[config.mk]
export PLATFORM = sky130hd
export DESIGN_NAME = detection_box_decode_top
export DESIGN_NICKNAME = d
export VERILOG_FILES = /design/src/rtl/dbd_pkg.sv /design/src/rtl/dbd_lane.sv /design/src/rtl/dbd_merge.sv /design/src/rtl/dbd_box_scale.sv /design/src/rtl/detection_box_decode_top.sv
export VERILOG_INCLUDE_DIRS = /design/src /design/src/rtl
export SDC_FILE = /design/constraint.sdc
export NUM_CORES = 2
export LEC_CHECK = 0
export ABC_AREA = 1
export BUFFER_PORTS_ARGS = -buffer_cell sky130_fd_sc_hd__buf_2
export CAP_MARGIN = 20
export CORE_MARGIN = 5
export CORE_UTILIZATION = 45
export DETAILED_ROUTE_END_ITERATION = 12
export GPL_ROUTABILITY_DRIVEN = 0
export GPL_TIMING_DRIVEN = 0
export PLACE_DENSITY = 0.67
export SLEW_MARGIN = 20
export SYNTH_ARGS = -nofsm -noshare
export SYNTH_HDL_FRONTEND = slang
export SYNTH_HIERARCHICAL = 1
export SYNTH_SLANG_ARGS = --single-unit
[constraint.sdc]
create_clock -name clk_i -period 11.15 [get_ports clk_i]
set_input_delay 0.5575 -clock clk_i [delete_from_list [all_inputs] [get_ports clk_i]]
set_output_delay 0.5575 -clock clk_i [all_outputs]
set_load 0.03 [all_outputs]
[src/rtl/detection_box_decode_top_macros.svh]
// Assertion macros shared by the RTL. All of them sample on clk_i and are
// disabled while rst_ni is low.
`ifndef DETECTION_BOX_DECODE_TOP_MACROS_SVH
`define DETECTION_BOX_DECODE_TOP_MACROS_SVH

// Same-cycle implication.
`define DBD_ASSERT_NOW(label, ante, cons, msg) \
  label: assert property (@(posedge clk_i) disable iff (!rst_ni) (ante) |-> (cons)) \
    else $error(msg);

// Next-cycle implication.
`define DBD_ASSERT_NEXT(label, ante, cons, msg) \
  label: assert property (@(posedge clk_i) disable iff (!rst_ni) (ante) |=> (cons)) \
    else $error(msg);

`endif

[src/rtl/dbd_pkg.sv]
package dbd_pkg;

  localparam int unsigned CLASS_W    = 3;
  localparam int unsigned SCORE_W    = 16;
  localparam int unsigned COORD_W    = 16;
  localparam int unsigned FRAME_W    = 13;
  localparam int unsigned NUM_SCORES = 5;
  localparam int unsigned FRAC_W     = 14;
  localparam int unsigned PROD_W     = COORD_W + FRAME_W + 1;
  localparam int unsigned EDGE_W     = 14;
  localparam int unsigned SIZE_W     = 15;

  localparam int unsigned APB_AW = 5;
  localparam int unsigned APB_DW = 32;

  localparam logic [CLASS_W-1:0] CLASS_COUNT_RST  = 3'd6;
  localparam logic [FRAME_W-1:0] FRAME_SIZE_RST   = 13'd1024;
  localparam logic [SCORE_W-1:0] THRESHOLD_RST    = 16'd0;

  typedef enum logic [2:0] {
    REG_CLASS_COUNT     = 3'd0,
    REG_FRAME_WIDTH     = 3'd1,
    REG_FRAME_HEIGHT    = 3'd2,
    REG_THRESHOLD_ONE   = 3'd3,
    REG_THRESHOLD_TWO   = 3'd4,
    REG_THRESHOLD_THREE = 3'd5,
    REG_THRESHOLD_FOUR  = 3'd6,
    REG_THRESHOLD_FIVE  = 3'd7
  } cfg_reg_e;

  // What one class lane reports to the merge stage.
  typedef struct packed {
    logic               qual;
    logic [SCORE_W-1:0] score;
  } lane_t;

endpackage

[src/rtl/dbd_lane.sv]
module dbd_lane import dbd_pkg::*; #(
  parameter int unsigned LANE_ID = 1
) (
  input  logic               clk_i,
  input  logic               en_i,
  input  logic [CLASS_W-1:0] limit_i,
  input  logic [SCORE_W-1:0] score_i,
  input  logic [SCORE_W-1:0] thresh_i,
  output lane_t              res_o
);

  lane_t res_d, res_q;

  always_comb begin
    res_d.qual  = (CLASS_W'(LANE_ID) < limit_i) && (score_i >= thresh_i);
    res_d.score = score_i;
  end

  always_ff @(posedge clk_i) begin
    if (en_i) begin
      res_q <= res_d;
    end
  end

  assign res_o = res_q;

endmodule

[src/rtl/dbd_merge.sv]
module dbd_merge import dbd_pkg::*; #(
  parameter int unsigned NUM_LANES = 5
) (
  input  lane_t              lanes_i [NUM_LANES],
  output logic               found_o,
  output logic [CLASS_W-1:0] class_id_o,
  output logic [SCORE_W-1:0] confidence_o
);

  // Ascending scan with strict compare: a tie keeps the lower class.
  always_comb begin
    found_o      = 1'b0;
    class_id_o   = '0;
    confidence_o = '0;
    for (int unsigned i = 0; i < NUM_LANES; i++) begin
      if (lanes_i[i].qual && (!found_o || lanes_i[i].score > confidence_o)) begin
        found_o      = 1'b1;
        class_id_o   = CLASS_W'(i + 1);
        confidence_o = lanes_i[i].score;
      end
    end
  end

endmodule

[src/rtl/dbd_box_scale.sv]
module dbd_box_scale import dbd_pkg::*; (
  input  logic                      clk_i,
  input  logic                      en_i,
  input  logic signed [COORD_W-1:0] x_low_i,
  input  logic signed [COORD_W-1:0] y_low_i,
  input  logic signed [COORD_W-1:0] x_high_i,
  input  logic signed [COORD_W-1:0] y_high_i,
  input  logic        [FRAME_W-1:0] frame_width_i,
  input  logic        [FRAME_W-1:0] frame_height_i,
  output logic signed [EDGE_W-1:0]  box_left_o,
  output logic signed [EDGE_W-1:0]  box_top_o,
  output logic signed [SIZE_W-1:0]  box_width_o,
  output logic signed [SIZE_W-1:0]  box_height_o
);

  localparam int unsigned EDGE_SH_W = PROD_W - FRAC_W;
  localparam int unsigned SIZE_SH_W = PROD_W + 1 - FRAC_W;

  localparam logic signed [EDGE_SH_W-1:0] EDGE_MAX = EDGE_SH_W'((1 << (EDGE_W - 1)) - 1);
  localparam logic signed [EDGE_SH_W-1:0] EDGE_MIN = -EDGE_MAX - EDGE_SH_W'(1);
  localparam logic signed [SIZE_SH_W-1:0] SIZE_MAX = SIZE_SH_W'((1 << (SIZE_W - 1)) - 1);
  localparam logic signed [SIZE_SH_W-1:0] SIZE_MIN = -SIZE_MAX - SIZE_SH_W'(1);

  function automatic logic [EDGE_W-1:0] sat_edge(logic signed [EDGE_SH_W-1:0] v);
    logic [EDGE_W-1:0] r;
    if (v > EDGE_MAX) begin
      r = EDGE_MAX[EDGE_W-1:0];
    end else if (v < EDGE_MIN) begin
      r = EDGE_MIN[EDGE_W-1:0];
    end else begin
      r = v[EDGE_W-1:0];
    end
    return r;
  endfunction

  function automatic logic [SIZE_W-1:0] sat_size(logic signed [SIZE_SH_W-1:0] v);
    logic [SIZE_W-1:0] r;
    if (v > SIZE_MAX) begin
      r = SIZE_MAX[SIZE_W-1:0];
    end else if (v < SIZE_MIN) begin
      r = SIZE_MIN[SIZE_W-1:0];
    end else begin
      r = v[SIZE_W-1:0];
    end
    return r;
  endfunction

  logic signed [PROD_W-1:0] pxl_d, pyl_d, pxh_d, pyh_d;
  logic signed [PROD_W-1:0] pxl_q, pyl_q, pxh_q, pyh_q;
  logic signed [PROD_W:0]   dx, dy;

  // Frame sizes are unsigned; a zero sign bit makes them signed operands.
  always_comb begin
    pxl_d = PROD_W'(x_low_i  * $signed({1'b0, frame_width_i}));
    pxh_d = PROD_W'(x_high_i * $signed({1'b0, frame_width_i}));
    pyl_d = PROD_W'(y_low_i  * $signed({1'b0, frame_height_i}));
    pyh_d = PROD_W'(y_high_i * $signed({1'b0, frame_height_i}));
  end

  always_ff @(posedge clk_i) begin
    if (en_i) begin
      pxl_q <= pxl_d;
      pyl_q <= pyl_d;
      pxh_q <= pxh_d;
      pyh_q <= pyh_d;
    end
  end

  // Arithmetic shift right floors toward minus infinity.
  always_comb begin
    dx = (PROD_W+1)'(pxh_q) - (PROD_W+1)'(pxl_q);
    dy = (PROD_W+1)'(pyh_q) - (PROD_W+1)'(pyl_q);
    box_left_o   = sat_edge(pxl_q[PROD_W-1:FRAC_W]);
    box_top_o    = sat_edge(pyl_q[PROD_W-1:FRAC_W]);
    box_width_o  = sat_size(dx[PROD_W:FRAC_W]);
    box_height_o = sat_size(dy[PROD_W:FRAC_W]);
  end

endmodule

[src/rtl/detection_box_decode_top.sv]
// Detection box decode: picks the best qualifying class of one detector box
// and scales its normalized corners to pixels.
// Input channel: one box per word (in_valid_i/in_ready_o), four Q2.14
// corners and five Q0.16 class scores. Output channel (out_valid_o/
// out_ready_i): class, score and pixel box. A box with no class at or above
// its threshold, below the class count, produces no output word.
// Throughput is one box per cycle while out_ready_i is high. Stage one holds
// the per-class threshold lanes and the four coordinate multipliers; stage
// two merges the lanes, takes the box differences and saturates into the
// output register. When the receiver stalls, the output word holds and
// stage one still takes one more box; in_ready_o drops only once both
// stages are full. Configuration goes through the APB port, registers at
// byte offsets 4*i; the user must write them only while no box is in
// flight, which the block does not enforce. Reset clears the pipeline
// valids and loads class_count 6, frame sizes 1024 and all thresholds 0.
`include "detection_box_decode_top_macros.svh"

module detection_box_decode_top import dbd_pkg::*; #(
  parameter int unsigned MAX_CLASSES = 6
) (
  input  logic                      clk_i,
  input  logic                      rst_ni,
  input  logic                      psel,
  input  logic                      penable,
  input  logic                      pwrite,
  input  logic [APB_AW-1:0]         paddr,
  input  logic [APB_DW-1:0]         pwdata,
  output logic [APB_DW-1:0]         prdata,
  output logic                      pready,
  input  logic                      in_valid_i,
  output logic                      in_ready_o,
  input  logic signed [COORD_W-1:0] x_low_i,
  input  logic signed [COORD_W-1:0] y_low_i,
  input  logic signed [COORD_W-1:0] x_high_i,
  input  logic signed [COORD_W-1:0] y_high_i,
  input  logic [SCORE_W-1:0]        score_one_i,
  input  logic [SCORE_W-1:0]        score_two_i,
  input  logic [SCORE_W-1:0]        score_three_i,
  input  logic [SCORE_W-1:0]        score_four_i,
  input  logic [SCORE_W-1:0]        score_five_i,
  output logic                      out_valid_o,
  input  logic                      out_ready_i,
  output logic [CLASS_W-1:0]        class_id_o,
  output logic [SCORE_W-1:0]        confidence_o,
  output logic signed [EDGE_W-1:0]  box_left_o,
  output logic signed [EDGE_W-1:0]  box_top_o,
  output logic signed [SIZE_W-1:0]  box_width_o,
  output logic signed [SIZE_W-1:0]  box_height_o
);

  localparam int unsigned NUM_LANES = MAX_CLASSES - 1;

  // ---------------- configuration ----------------
  logic [CLASS_W-1:0] class_count_q;
  logic [FRAME_W-1:0] frame_width_q, frame_height_q;
  logic [SCORE_W-1:0] thresh_q [NUM_SCORES];
  logic               cfg_we;
  cfg_reg_e           cfg_sel;

  assign pready  = 1'b1;
  assign cfg_we  = psel && penable && pwrite && pready;
  assign cfg_sel = cfg_reg_e'(paddr[APB_AW-1:2]);

  always_ff @(posedge clk_i or negedge rst_ni) begin
    if (!rst_ni) begin
      class_count_q  <= CLASS_COUNT_RST;
      frame_width_q  <= FRAME_SIZE_RST;
      frame_height_q <= FRAME_SIZE_RST;
      for (int unsigned i = 0; i < NUM_SCORES; i++) begin
        thresh_q[i] <= THRESHOLD_RST;
      end
    end else if (cfg_we) begin
      unique case (cfg_sel)
        REG_CLASS_COUNT:     class_count_q  <= pwdata[CLASS_W-1:0];
        REG_FRAME_WIDTH:     frame_width_q  <= pwdata[FRAME_W-1:0];
        REG_FRAME_HEIGHT:    frame_height_q <= pwdata[FRAME_W-1:0];
        REG_THRESHOLD_ONE:   thresh_q[0]    <= pwdata[SCORE_W-1:0];
        REG_THRESHOLD_TWO:   thresh_q[1]    <= pwdata[SCORE_W-1:0];
        REG_THRESHOLD_THREE: thresh_q[2]    <= pwdata[SCORE_W-1:0];
        REG_THRESHOLD_FOUR:  thresh_q[3]    <= pwdata[SCORE_W-1:0];
        REG_THRESHOLD_FIVE:  thresh_q[4]    <= pwdata[SCORE_W-1:0];
        default: ;
      endcase
    end
  end

  always_comb begin
    unique case (cfg_sel)
      REG_CLASS_COUNT:     prdata = APB_DW'(class_count_q);
      REG_FRAME_WIDTH:     prdata = APB_DW'(frame_width_q);
      REG_FRAME_HEIGHT:    prdata = APB_DW'(frame_height_q);
      REG_THRESHOLD_ONE:   prdata = APB_DW'(thresh_q[0]);
      REG_THRESHOLD_TWO:   prdata = APB_DW'(thresh_q[1]);
      REG_THRESHOLD_THREE: prdata = APB_DW'(thresh_q[2]);
      REG_THRESHOLD_FOUR:  prdata = APB_DW'(thresh_q[3]);
      REG_THRESHOLD_FIVE:  prdata = APB_DW'(thresh_q[4]);
      default:             prdata = '0;
    endcase
  end

  // Counts above the lane count act as the lane count plus background.
  logic [CLASS_W-1:0] limit;
  assign limit = (class_count_q < CLASS_W'(MAX_CLASSES)) ? class_count_q
                                                         : CLASS_W'(MAX_CLASSES);

  // ---------------- pipeline control ----------------
  logic s1_valid_q, s1_valid_d;
  logic out_valid_q, out_valid_d;
  logic advance;

  assign advance    = !out_valid_q || out_ready_i;
  assign in_ready_o = !s1_valid_q || advance;
  assign s1_valid_d = in_ready_o ? in_valid_i : s1_valid_q;

  // ---------------- stage one: lanes and multipliers ----------------
  logic [SCORE_W-1:0] scores [NUM_SCORES];
  lane_t              lanes [NUM_LANES];

  always_comb begin
    scores[0] = score_one_i;
    scores[1] = score_two_i;
    scores[2] = score_three_i;
    scores[3] = score_four_i;
    scores[4] = score_five_i;
  end

  for (genvar g = 0; g < NUM_LANES; g++) begin : g_lane
    dbd_lane #(
      .LANE_ID (g + 1)
    ) u_lane (
      .clk_i    (clk_i),
      .en_i     (in_ready_o),
      .limit_i  (limit),
      .score_i  (scores[g]),
      .thresh_i (thresh_q[g]),
      .res_o    (lanes[g])
    );
  end

  logic signed [EDGE_W-1:0] left_d, top_d;
  logic signed [SIZE_W-1:0] width_d, height_d;

  dbd_box_scale u_box (
    .clk_i          (clk_i),
    .en_i           (in_ready_o),
    .x_low_i        (x_low_i),
    .y_low_i        (y_low_i),
    .x_high_i       (x_high_i),
    .y_high_i       (y_high_i),
    .frame_width_i  (frame_width_q),
    .frame_height_i (frame_height_q),
    .box_left_o     (left_d),
    .box_top_o      (top_d),
    .box_width_o    (width_d),
    .box_height_o   (height_d)
  );

  // ---------------- stage two: merge and output word ----------------
  logic               found;
  logic [CLASS_W-1:0] class_d;
  logic [SCORE_W-1:0] conf_d;

  dbd_merge #(
    .NUM_LANES (NUM_LANES)
  ) u_merge (
    .lanes_i      (lanes),
    .found_o      (found),
    .class_id_o   (class_d),
    .confidence_o (conf_d)
  );

  assign out_valid_d = advance ? (s1_valid_q && found) : out_valid_q;

  always_ff @(posedge clk_i or negedge rst_ni) begin
    if (!rst_ni) begin
      s1_valid_q  <= 1'b0;
      out_valid_q <= 1'b0;
    end else begin
      s1_valid_q  <= s1_valid_d;
      out_valid_q <= out_valid_d;
    end
  end

  logic [CLASS_W-1:0]       class_q;
  logic [SCORE_W-1:0]       conf_q;
  logic signed [EDGE_W-1:0] left_q, top_q;
  logic signed [SIZE_W-1:0] width_q, height_q;

  always_ff @(posedge clk_i) begin
    if (advance) begin
      class_q  <= class_d;
      conf_q   <= conf_d;
      left_q   <= left_d;
      top_q    <= top_d;
      width_q  <= width_d;
      height_q <= height_d;
    end
  end

  assign out_valid_o  = out_valid_q;
  assign class_id_o   = class_q;
  assign confidence_o = conf_q;
  assign box_left_o   = left_q;
  assign box_top_o    = top_q;
  assign box_width_o  = width_q;
  assign box_height_o = height_q;

  // ---------------- assertions ----------------
  `DBD_ASSERT_NOW(a_class_range, out_valid_o,
    (class_id_o != '0) && (class_id_o <= CLASS_W'(NUM_LANES)),
    "output class outside the lane range")
  `DBD_ASSERT_NEXT(a_drop_unqualified, s1_valid_q && advance && !found,
    !out_valid_o, "box with no qualifying class produced a word")
  `DBD_ASSERT_NOW(a_ready_when_empty, !out_valid_o, in_ready_o,
    "input stalled with an empty output register")

endmodule
==> flow_summary.json <==
{
  "status": "completed",
  "grt_pass1_wl_um": 266000,
  "drv_slew": 0,
  "cts_buffer_depth": 3,
  "cts_sinks": 393,
  "dpl_worst_slack_ns": 3.36,
  "grt-ovfl-total": 0,
  "start_kind": "register",
  "worstPathArrival_ns": 8.46,
  "dieHeight_um": 367,
  "crit_start": "g_lane[0].u_lane/res_o[16]",
  "syn_inst": 7137,
  "cts_setup_buffers": 0,
  "hold_viol": 0,
  "worstSetupEndpointType": "register",
  "fin_tns_setup_ns": 0,
  "syn_area_um2": 57300,
  "die_x_um": 367,
  "setup_viol": 0,
  "dieArea_um2": 135000,
  "slowest_stage": "clkbuf_1",
  "finalCriticalPeriod_ns": 8.09,
  "final_common_cell": "inv_1",
  "ys_ff_latch": 393,
  "drt_iter0_markers": 3827,
  "post_cts_resized": 0,
  "routed_via_density": 5.15,
  "port_buffers": 262,
  "crit_path_end": "confidence_o[5]",
  "synth_enable_flop_cells": 282,
  "grt_pass1_vias": 48700,
  "ant_nets": 0,
  "synth_cell_types": 54,
  "r2r-start": "g_lane[0].u_lane/res_o[16]",
  "num_vias": 47300,
  "final_area_um2": 62600,
  "path_max_fanout": 10,
  "ys_warn_count": 6,
  "yosys_most_used_dff": "edfxtp_1",
  "final_cell_mix": "1915 x inv_1, 1833 x nand2_1, 808 x fa_1",
  "cts_hold_buf": 1,
  "tightest_slew_ns": 1.05,
  "worst_slack_ns": 3.06,
  "max_freq_mhz": 124,
  "cts_buffers": 48,
  "cp.required_ns": 11.52,
  "dp_hpwl_um": 143000,
  "cap_violations": 0,
  "dpl-instance-area_um2": 61000,
  "grt_antenna_before_repair": 18,
  "syn2layout_area_growth_pct": 9.29,
  "hp-start": "in_valid_i",
  "wl_um": 170000,
  "drc_errors": 0,
  "root_buffer": "clkbuf_16",
  "firstDrtPassIters": 6,
  "layout-drive-gt1-share": 0.0778,
  "cp_slowest_stage_delay_ns": 0.53,
  "hp-class": "primary input to register",
  "r2r_slack_ns": 3.06,
  "maxSlewHeadroom": 0.303,
  "criticalPathCategory": "register to register",
  "r2r_cells": 53,
  "routedWlPerCell_um": 18.5,
  "critPathMostFrequentCell": "nand2_1",
  "syn_avg_cell_area_um2": 8.03,
  "clk_latency_ns": 0.64,
  "grt_usage": 0.253,
  "layout.nets": 8965,
  "rsz0062_at_grt": "no",
  "whs_path_depth": 3,
  "htree_levels": 2,
  "clk_pin_slew_worst_paths_ns": 0.07,
  "period_share": 0.726,
  "seq_area_frac_synth": 0.196,
  "worstReg2RegEnd": "confidence_o[5]",
  "start_util": 0.451,
  "grt_max_degree": 66,
  "ys_async_sr_fraction": 0.282,
  "finClkSkew_ns": 0.0357,
  "cts_tree": "built",
  "core_um2": 127000,
  "rows": 131,
  "io_pins": 300
}
[layer usage]
layer,vias to the layer above,part of all wire,GRT usage
met5,-,0.00021,0
met2,2012,0.47,0.424
met4,6,0.061,0.130
met3,482,0.078,0.0399
li1,21900,-,-
met1,22900,0.39,0.317
[how the worst min path moves through the flow]
stage | to | slack [ns]
floorplan | class_count_q[0] | 0.26
global placement | out_valid_o | 0.47
detailed placement | thresh_q[72] | 0.50
CTS | s1_valid_q | 0.08
global route | s1_valid_q | 0.09
finish | s1_valid_q | 0.11
[registers in the layout (all words and copies together) (netlist names)]
| name | flops |
|---|---|
| box_height_o | 15 |
| box_left_o | 14 |
| box_top_o | 14 |
| box_width_o | 15 |
| class_count_q | 3 |
| class_id_o | 3 |
| confidence_o | 16 |
| frame_height_q | 13 |
| frame_width_q | 13 |
| g_lane.u_lane/res_o | 85 |
| out_valid_o | 1 |
| s1_valid_q | 1 |
| thresh_q | 80 |
| u_box/pxh_q | 30 |
| u_box/pxl_q | 30 |
| u_box/pyh_q | 30 |
| u_box/pyl_q | 30 |
[worst max-delay path: cells and delay by family (launching register included)]
family	cells	cell delay, ns
AND/OR/NAND/NOR	35	3.56
buffers and inverters	8	1.80
adder cells (fa/ha/maj)	4	1.28
AO/OA/AOI/OAI	6	0.82
flip-flops	1	0.31
[area by class of cell]
class | instances | area (um2)
Inverter | 1931 | 7260
Fill cell | 12200 | 64400
Clock buffer | 56 | 1260
Sequential cell | 393 | 11300
Antenna cell | 12 | 30.0
Tap cell | 1662 | 2080
Multi-Input combinational cell | 4608 | 37800
Buffer | 220 | 1100
Timing Repair Buffer | 269 | 1490
Clock inverter | 33 | 383
[through the flow]
| stage | std cells | utilization | hold WS (ns) |
|---|---|---|---|
| 2_1_floorplan | 7152 | - | 0.262 |
| 3_3_place_gp | 9076 | 0.478 | 0.467 |
| 3_5_place_dp | 9082 | 0.480 | 0.498 |
| 4_1_cts | 9172 | 0.493 | 0.0807 |
| 5_1_grt | 9181 | 0.493 | 0.0930 |
| 6_report | 9184 | 0.493 | 0.110 |
[cells in the mapped netlist, drive strengths merged (18+ instances only)]
| master | n | area (um2) |
|---|---|---|
| nor2 | 277 | 1070 |
| xnor2 | 54 | 473 |
| a21oi | 291 | 1480 |
| fa | 808 | 16200 |
| inv | 1931 | 7260 |
| dfrtp | 107 | 2680 |
| a21o | 18 | 135 |
| o21ai | 225 | 1280 |
| ha | 498 | 6230 |
| xor2 | 91 | 797 |
| buf | 67 | 528 |
| nand2 | 1892 | 7320 |
| nor3 | 45 | 279 |
| edfxtp | 282 | 8470 |
| nand4 | 78 | 488 |
| and2 | 22 | 138 |
| clkbuf | 153 | 574 |
| or2 | 21 | 131 |
| o21bai | 27 | 203 |
| nand3 | 189 | 1080 |
[cells by family (layout without fill, tap and decap cells)]
logic type	count (synthesis)	after routing	share of synthesized area
AOI/OAI and AO/OA	599	599	0.0592
and+or+nand+nor	2541	2541	0.185
other	2	29	0.000131
DFF	393	393	0.196
xor gates and xnor gates	145	145	0.0222
adders and majority gates	1306	1306	0.391
buffers and inverters	2151	2509	0.146
Power is not shown: default switching activity piles up to over one toggle a cycle in this logic, so the estimate is an artifact.
